--- config.mk ---
export PLATFORM = sky130hd
export DESIGN_NAME = cpg_step_div
export DESIGN_NICKNAME = d
export VERILOG_FILES = /design/src/design/circle_point_generator_defines.svh /design/src/design/cpg_pkg.sv /design/src/design/cpg_step_div.sv
export SDC_FILE = /design/constraint.sdc
export NUM_CORES = 1
export LEC_CHECK = 0
export BUFFER_PORTS_ARGS = -buffer_cell sky130_fd_sc_hd__buf_2
export CAP_MARGIN = 20
export CORE_UTILIZATION = 40
export DETAILED_ROUTE_END_ITERATION = 10
export HOLD_SLACK_MARGIN = 0.12
export PLACE_DENSITY = 0.56
export SLEW_MARGIN = 15
export SYNTH_ARGS = -nofsm -noshare
export SYNTH_HDL_FRONTEND = slang
export SYNTH_SLANG_ARGS = --single-unit
--- constraint.sdc ---
create_clock -name clk -period 2.2 [get_ports clk]
set_input_delay 0.11 -clock clk [delete_from_list [all_inputs] [get_ports clk]]
set_output_delay 0.11 -clock clk [all_outputs]
set_load 0.005 [all_outputs]
--- src/design/circle_point_generator_defines.svh ---
// Assertion macros for the circle point generator.
`ifndef CIRCLE_POINT_GENERATOR_DEFINES_SVH
`define CIRCLE_POINT_GENERATOR_DEFINES_SVH
`ifndef SYNTHESIS
`define CPG_ASSERT_SAME(lbl, ante, cons) \
    lbl: assert property (@(posedge clk) disable iff (!rst_n) (ante) |-> (cons)) \
        else $error("circle point generator check failed");
`define CPG_ASSERT_NEXT(lbl, ante, cons) \
    lbl: assert property (@(posedge clk) disable iff (!rst_n) (ante) |=> (cons)) \
        else $error("circle point generator check failed");
`else
`define CPG_ASSERT_SAME(lbl, ante, cons)
`define CPG_ASSERT_NEXT(lbl, ante, cons)
`endif
`endif

--- src/design/cpg_pkg.sv ---
// Shared types and constants of the circle point generator.
`default_nettype none
package cpg_pkg;

    localparam int PHASE_W = 32;
    localparam int CW      = 34;
    localparam int COUNT_W = 7;
    localparam int INDEX_W = 6;
    localparam int ATAN_ENTRIES = 24;

    localparam logic signed [CW-1:0] CORDIC_GAIN = 34'sh026DD3B6A;

    localparam logic [31:0] ATAN_PHASE [ATAN_ENTRIES] = '{
        32'h20000000, 32'h12E4051E, 32'h09FB385B, 32'h051111D4,
        32'h028B0D43, 32'h0145D7E1, 32'h00A2F61E, 32'h00517C55,
        32'h0028BE53, 32'h00145F2F, 32'h000A2F98, 32'h000517CC,
        32'h00028BE6, 32'h000145F3, 32'h0000A2FA, 32'h0000517D,
        32'h000028BE, 32'h0000145F, 32'h00000A30, 32'h00000518,
        32'h0000028C, 32'h00000146, 32'h000000A3, 32'h00000051
    };

    typedef struct packed {
        logic               valid;
        logic [INDEX_W-1:0] index;
        logic               last;
    } pt_meta_t;

    typedef enum logic [1:0] {
        ST_IDLE,
        ST_DIV,
        ST_RUN,
        ST_DRAIN
    } state_t;

endpackage
`default_nettype wire

--- src/design/cpg_step_div.sv ---
// Bit-serial divider that forms the phase step round(2^32/n).
`default_nettype none
module cpg_step_div (
    input  wire logic                        clk,
    input  wire logic                        rst_n,
    input  wire logic                        go,
    input  wire logic [cpg_pkg::COUNT_W-1:0] divisor,
    output logic                             done,
    output logic [cpg_pkg::PHASE_W-1:0]      quotient
);
    import cpg_pkg::*;

    logic [PHASE_W:0]   dvd_reg, dvd_next;
    logic [COUNT_W-1:0] rem_reg, rem_next;
    logic [COUNT_W-1:0] den_reg;
    logic [5:0]         cnt_reg, cnt_next;
    logic               run_reg, run_next;
    logic               done_reg, done_next;
    logic [COUNT_W:0]   trial;

    always_comb
    begin
        trial     = {rem_reg, dvd_reg[PHASE_W]};
        dvd_next  = dvd_reg;
        rem_next  = rem_reg;
        cnt_next  = cnt_reg;
        run_next  = run_reg;
        done_next = 1'b0;
        if (go)
        begin
            dvd_next = {1'b1, 26'd0, divisor[COUNT_W-1:1]};
            rem_next = '0;
            cnt_next = 6'd33;
            run_next = 1'b1;
        end
        else if (run_reg)
        begin
            if (trial >= {1'b0, den_reg})
            begin
                rem_next = COUNT_W'(trial - {1'b0, den_reg});
                dvd_next = {dvd_reg[PHASE_W-1:0], 1'b1};
            end
            else
            begin
                rem_next = trial[COUNT_W-1:0];
                dvd_next = {dvd_reg[PHASE_W-1:0], 1'b0};
            end
            cnt_next = cnt_reg - 6'd1;
            if (cnt_reg == 6'd1)
            begin
                run_next  = 1'b0;
                done_next = 1'b1;
            end
        end
    end

    always_ff @(posedge clk or negedge rst_n)
    begin
        if (!rst_n)
        begin
            run_reg  <= 1'b0;
            done_reg <= 1'b0;
            cnt_reg  <= '0;
        end
        else
        begin
            run_reg  <= run_next;
            done_reg <= done_next;
            cnt_reg  <= cnt_next;
        end
    end

    always_ff @(posedge clk)
    begin
        dvd_reg <= dvd_next;
        rem_reg <= rem_next;
        if (go)
            den_reg <= divisor;
    end

    assign done     = done_reg;
    assign quotient = dvd_reg[PHASE_W-1:0];
endmodule
`default_nettype wire

Word level (Yosys, flattened, before mapping)
Index checks and enable logic that the tools add are counted.
{"block": "op_classes", "n_addsub": 2, "magnitude_cmp": 1, "n_eq_ne": 1, "mux": 12, "reduce_logical": 1}
{"operator": "$mux W6", "count": 4}
{"operator": "$ge A8 B7 Y1", "count": 1}
{"operator": "$mux W1", "count": 7}
{"operator": "$mux W7", "count": 1}
{"operator": "$sub A7 B7 Y7", "count": 1}
{"operator": "$eq A6 B1 Y1 const B", "count": 1}
{"operator": "$sub A6 B1 Y6 const B", "count": 1}
{"operator": "$reduce_bool A2 Y1", "count": 1}
{"block": "totals", "ff_bits": 55, "in_bits": 10, "output_inout_bits": 33}

Logic depth before layout (Yosys ltp)
Gate-level depths: netlist of the first run.
{"block": "logic_depth", "ltp_word": 4, "depth_mapped": 8, "ltp_nobuf": 7}

Worst setup path before layout of the first run
No wires, ideal clock.
{"block": "synth_timing", "kind": "reg2reg", "startpoint": "register dvd_reg[32]", "endpoint": "register rem_reg[3]", "setup_time_ns": 0.115, "arrival_time_ns": 1.902, "path_slack_ns": 0.183, "path_stages_with_launch": 8, "synth_period_minus_slack_ns": 2.017, "path_cell_list": "dfxtp_1 inv_1 ha_1 fa_1 nand2b_2 a211o_4 a41o_1 a31o_1"}
{"block": "synth_via", "elab_chain_cells": 2}
{"element": "start, declared", "line": "cpg_step_div.sv:13", "rtl": "logic [PHASE_W:0] dvd_reg, dvd_next;"}
{"element": "start signal, assigned", "line": "cpg_step_div.sv:75", "rtl": "dvd_reg <= dvd_next;"}
{"element": "$sub A7 B7 Y7 / $ge A8 B7 Y1 (equally long branches)", "line": "cpg_step_div.sv:40, cpg_step_div.sv:38"}
{"element": "$mux W7 (*)", "line": "cpg_step_div.sv:38", "rtl": "if (trial >= {1'b0, den_reg})"}
{"element": "end signal, assigned", "line": "cpg_step_div.sv:76", "rtl": "rem_reg <= rem_next;"}
{"element": "end, declared", "line": "cpg_step_div.sv:14", "rtl": "logic [COUNT_W-1:0] rem_reg, rem_next;"}
Every way passes the cells marked *; elsewhere a longest branch is shown, timed or not.
A chain may end at the register's enable or synchronous reset.

Final worst setup path of the first run
{"block": "layout_timing", "startpoint": "register dvd_reg[32]", "endpoint": "register rem_reg[4]"}
The elaborated chain is that of the path after synthesis.

==> results.yml, run 1 <==
global_route:
  grt_overflow: 0
  grt_pass1_vias: 1806
  grt_usage_pct: 13.98
  grt_max_degree: 55
  antenna_found_initial: 0
  grt_pass1_wl_um: 8411
sta:
  fin_crit_sh_pct: 94.68
  setup_viol: 0
  slew_headroom_pct: 61.76
  hold_viol: 0
  rsz0062_at_grt: "false"
  setup_slack_ps: 117.0
  finClkSkew_ps: 5.806
  tns_ps: 0
  fmax_mhz: 480.1
  period_needed_ps: 2083
  tightest_slew_ps: 573.6
  drv_slew: 0
synthesis:
  synth_fa_ha_area_share_pct: 4.633
  synth_cells: 275
  synth_top_family_by_area: "simple AND/OR/NAND/NOR gates"
  syn_area_um2: 2863
  yosysWarnings: 0
  synth_edf_count: 13
  synthSimpleGateAreaFrac_pct: 15.47
  ys_ff_latch: 55
  synth-compound-area-share_pct: 9.572
  synth-seq-area-share_pct: 44.41
  synth.avg_cell_area_um2: 10.41
  ys.flop_type: "dfxtp_1"
  synthMuxAreaShare_pct: 11.45
  synth_async_sr_flop_share_pct: 14.55
  ys_types: 57
  syn-num-nets: 295
  synthXorXnorAreaFrac_pct: 1.836
die:
  fp.dieW_um: 86.60
  dieArea_um2: 7500
  rows: 30
  ios: 43
  initial_utilization_pct: 41.68
  core_um2: 6869
  die_h_um: 86.60
drt:
  vias_per_cell: 4.964
  routed_wl_um: 4873
  drt_iter0_markers: 88
  firstDrtPassIters: 4
  drc: 0
  wl_per_cell_um: 12.56
  vias: 1926
  ant_nets: 0
finish:
  n_fill_cell: 671
  n_antenna_cell: 0
  largest_reg_flops: 33
  layout_commonest_cell: "buf_2"
  final_core_util_pct: 44.86
  multi_input_area_um2: 1235
  layout_common_cells: "buf_2, nor2_1, dfxtp_1"
  nets: 311
  area_delta_synth_final_pct: 7.649
  final_cells: 388
  drive_gt1_share_pct: 24.32
  regArea_um2: 1272
power_and_ir_drop:
  power-per-cell-area_nw_per_um2: 921.3
  power_leakage_nw: 1.529
  peakVddDrop_v: 0.0004477
worst_setup_path:
  critPathMaxFanout: 6
  cp-end-kind: "flip-flop"
  timing.rr.start: "dvd_reg[32]"
  critPathLaunch: "dvd_reg[32]"
  startpoint_type: "flip-flop"
  critical_path_class: "reg -> reg"
  arrival_ps: 2290
  cp.required_ps: 2400
clocking:
  ctsLongestPathBuffers: 2
  cts-root-buf: "clkbuf_8"
  cts.htree.levels: 2
  cts-buffers-inserted: 5
  cts_tree: "yes"
  cts_sinks: 55
  postCtsSetupRepairBufs: 0
  clk_latency_ps: 300
  path_clk_slew_ps: 90
outcome:
  status: "completed"
placement:
  io_buffers: 42
  post-place-cells: 372
  routabilityCongestion: 0.7856
  dpl.hpwl_um: 3333
  dp_slack_ps: 66.00
hold_path:
  hp-class: "in -> async"
run:
  cap_viol_max_count: 0
[synth_stat cells (all sizes together) (3+ instances only)]
| library cell | number | share of area [%] |
|---|---|---|
| buf | 44 | 11 |
| nor2 | 38 | 5.0 |
| dfxtp | 34 | 24 |
| mux2i | 26 | 9.1 |
| edfxtp | 13 | 14 |
| inv | 12 | 1.6 |
| ha | 9 | 3.9 |
| dfrtp | 8 | 7.0 |
| nand2 | 8 | 1.0 |
| nor3b | 7 | 1.8 |
| mux2 | 6 | 2.4 |
| and3 | 5 | 1.1 |
| a211oi | 4 | 1.4 |
| nand2b | 4 | 1.0 |
| o21ai | 4 | 0.70 |
| xnor2 | 4 | 1.2 |
| nand3 | 3 | 1.1 |
| o311ai | 3 | 0.92 |
| o31ai | 3 | 0.79 |
[worst max-delay path, stage by stage, from the launching register on]
cell and delay [ps]:
dfxtp_1 350, inv_1 60, ha_1 210, fa_1 390, nand2b_4 180, a211o_4 370, a41o_1 250, a31o_1 180
[kinds of logic (layout without fill, tap and decap cells)]
logic type / after synthesis / after routing
and+or+nand+nor: 82 / 82
adders and majority gates: 10 / 10
xor gates and xnor gates: 6 / 6
muxes: 32 / 32
AOI/OAI and AO/OA: 32 / 32
DFF: 55 / 55
buffers and inverters: 58 / 75
[stage by stage]
step           total power [mW]  cell area [um2]  hold WS, ps
2_1_floorplan             2.151             2863       -185.6
4_1_cts                   2.868             3077        172.1
5_1_grt                   3.052             3082        192.5
6_report                  2.839             3082        163.3
3_3_place_gp              2.309             2912       -37.39
3_5_place_dp              2.304             2912       -34.93
[routing by layer]
metal  vias to the layer above  wire, um  track usage, %
met3                         4       219           3.048
met1                       918      2400           18.69
met5                         -         0               0
met2                        36      2208           22.73
met4                         0        45           4.091
li1                        968         -               -
[path summary, 6_finish.rpt]
check                              to  slack, ps  cells past startpoint
hold / removal             cnt_reg[3]        160                      2
setup / recovery           rem_reg[4]        120                      7
min in group clk           cnt_reg[0]        190                      3
hold reg to reg            rem_reg[0]        510                      2
max in group asynchronous     run_reg       1850                      2
setup reg to reg           rem_reg[4]        120                      7
[final cells by class]
class / instances / area share (%)
inverters: 13 / 1.583
clock buffers: 6 / 2.355
repair buffers: 54 / 10.39
well taps: 96 / 3.898
flip-flops and latches: 55 / 41.29
clock inverters: 2 / 0.4060
multi-input cells: 162 / 40.07
[power by group]
group	leakage, nW	internal [mW]	switching (mW)
logic	0.983	0.463	0.504
clock network	0.0412	0.223	0.314
registers	0.505	1.20	0.137
total	1.53	1.88	0.955
[repair_timing]
action / 4_1_cts / 5_1_grt
endpoints found under the hold margin: 17 / 0
hold buffers: 8 / 0
gates resized for setup: 0 / 1
setup endpoints to repair: 0 / 2
Note: power is estimated with default switching activity, not from simulation.
==> run 2, diff against run 1 <==
--- a/config.mk
+++ b/config.mk
@@ -7,6 +7,7 @@
 export LEC_CHECK = 0
 export BUFFER_PORTS_ARGS = -buffer_cell sky130_fd_sc_hd__buf_2
 export CAP_MARGIN = 20
+export CORE_ASPECT_RATIO = 1.2
 export CORE_UTILIZATION = 40
 export DETAILED_ROUTE_END_ITERATION = 10
 export HOLD_SLACK_MARGIN = 0.12
==> results.yml, run 2 (synthesis results as in run 1) <==
finish:
  n_antenna_cell: 0
  multi_input_area_um2: 1235
  layout_common_cells: "buf_2, nor2_1, dfxtp_1"
  area_delta_synth_final_pct: 8.654
  layout_commonest_cell: "buf_2"
  drive_gt1_share_pct: 24.91
  largest_reg_flops: 33
  regArea_um2: 1272
  nets: 312
  n_fill_cell: 673
clocking:
  cts-buffers-inserted: 5
  clk_latency_ps: 310
  cts.htree.levels: 2
  cts-root-buf: "clkbuf_8"
  ctsLongestPathBuffers: 2
  cts_sinks: 55
  path_clk_slew_ps: 100
  cts_tree: "yes"
worst_setup_path:
  startpoint_type: "flip-flop"
  timing.rr.end: "rem_reg[4]"
  cp.required_ps: 2410
  critPathLaunch: "dvd_reg[32]"
  rrSetupSlack_ps: 130
  cp-end-kind: "flip-flop"
  crit_chain: "inv_1, ha_1, fa_1, nand2b_4, a211o_4, a41o_1, a31o_1"
  worstSetupEndpoint: "rem_reg[4]"
  crit_buf_inv: 1
  critical_path_class: "reg -> reg"
  cpPeakStageDelay_ps: 400
  arrival_ps: 2280
  timing.rr.start: "dvd_reg[32]"
  crit_family: "compound AO/OA/AOI/OAI gates"
  reg2reg_depth: 7
  slowest_stage: "fa_1"
  critPathMaxFanout: 6
  worst-path-stages: 7
global_route:
  grt_pass1_wl_um: 8438
  grt_overflow: 0
  grt_usage_pct: 14.33
  antenna_found_initial: 0
  grt_pass1_vias: 1831
  grt_max_degree: 41
die:
  core_um2: 6895
  fp.dieW_um: 79.23
  initial_utilization_pct: 41.52
  dieArea_um2: 7500
  die_h_um: 94.67
  ios: 43
  rows: 33
sta:
  drv_slew: 0
  fmax_mhz: 482.7
  tns_ps: 0
  fin_crit_sh_pct: 94.16
  setup_viol: 0
  period_needed_ps: 2072
  slew_headroom_pct: 60.44
  tightest_slew_ps: 585.2
  hold_viol: 0
  finClkSkew_ps: 7.594
  rsz0062_at_grt: "false"
run:
  cap_viol_max_count: 0
power_and_ir_drop:
  power-per-cell-area_nw_per_um2: 965.0
  p_int_mw: 2.036
  power_leakage_nw: 1.553
  power.share.clock_pct: 23.0
  finalPower_mw: 3.002
  sw_frac_of_total_pct: 32.16
  p_comb_share_pct: 33.2
  p_seq_share_pct: 43.8
  p_switching_uw: 965.3
  peakVddDrop_v: 0.0003796
placement:
  dpl.hpwl_um: 3630
  routabilityCongestion: 0.7813
  io_buffers: 42
drt:
  vias: 1892
  wl_per_cell_um: 13.33
  vias_per_cell: 4.979
  ant_nets: 0
  drt_iter0_markers: 81
  firstDrtPassIters: 4
  drc: 0
  routed_wl_um: 5065
hold_path:
  hp-class: "in -> async"
outcome:
  status: "completed"
run 2: cell count changes in the layout (fill, tap and decap cells not counted):
| cell | change |
|---|---|
| buf_4 | +1 |
| bufinv_16 | +1 |
| clkbuf_1 | -1 |
| clkbuf_8 | +1 |
| clkinvlp_4 | -1 |
run 2: area by class of cell:
class | instances | area share (%)
clock buffer | 6 | 2.655
clock inverter | 2 | 1.126
timing repair buffer | 55 | 10.54
sequential | 55 | 40.91
tap | 87 | 3.500
multi-input combinational | 162 | 39.70
inverter | 13 | 1.569
run 2: worst register-to-register path, delay by kind of cell, from the launching register on:
family                     cells  cell delay, ps
AOI/OAI and AO/OA              3             780
adders and majority gates      2             620
buffers and inverters          1              60
DFF                            1             340
and+or+nand+nor                1             180
run 2: power by group through the flow:
stage          Sequential [mW]  Clock, mW  Combinational, mW
2_1_floorplan             1.30          0              0.851
3_3_place_gp              1.34          0              0.986
3_5_place_dp              1.34          0              0.983
4_1_cts                   1.32      0.709               1.00
5_1_grt                   1.34      0.746               1.12
6_report                  1.32      0.691              0.995
run 2: worst min-delay path by stage:
| stage | slack [ps] | startpoint | end |
|---|---|---|---|
| global route | 180 | rst_n | cnt_reg[1] |
| finish | 160 | rst_n | cnt_reg[1] |
| floorplan | -190 | rst_n | cnt_reg[0] |
| detailed placement | -30 | rst_n | cnt_reg[4] |
| global placement | -30 | rst_n | cnt_reg[4] |
| CTS | 160 | rst_n | cnt_reg[1] |
run 2: per-stage QoR:
step                worst slack (ps)  hold slack, ps  utilization (%)  cell area (um2)  std cells
floorplan                      182.8          -185.6                -             2863        275
global route                   42.59           176.5            45.11             3110        380
detailed placement             58.20          -30.57            42.17             2908        364
CTS                            54.29           162.5            45.04             3105        380
global placement               109.0          -32.93            42.17             2908        364
finish                         128.5           159.1            45.11             3110        380
run 2: repair_timing:
item	4_1_cts	5_1_grt
gates resized for setup	0	1
buffers inserted	0	0
endpoints found under the hold margin	18	0
setup endpoints to repair	0	3
hold buffers	8	0
run 2: layer usage:
metal  vias to the layer above  routed length (um)  track usage [%]
met4                         0                  83            5.909
li1                        959                   -                -
met1                       897                2383            17.36
met5                         -                   0                0
met2                        31                2424            24.93
met3                         5                 174            2.512
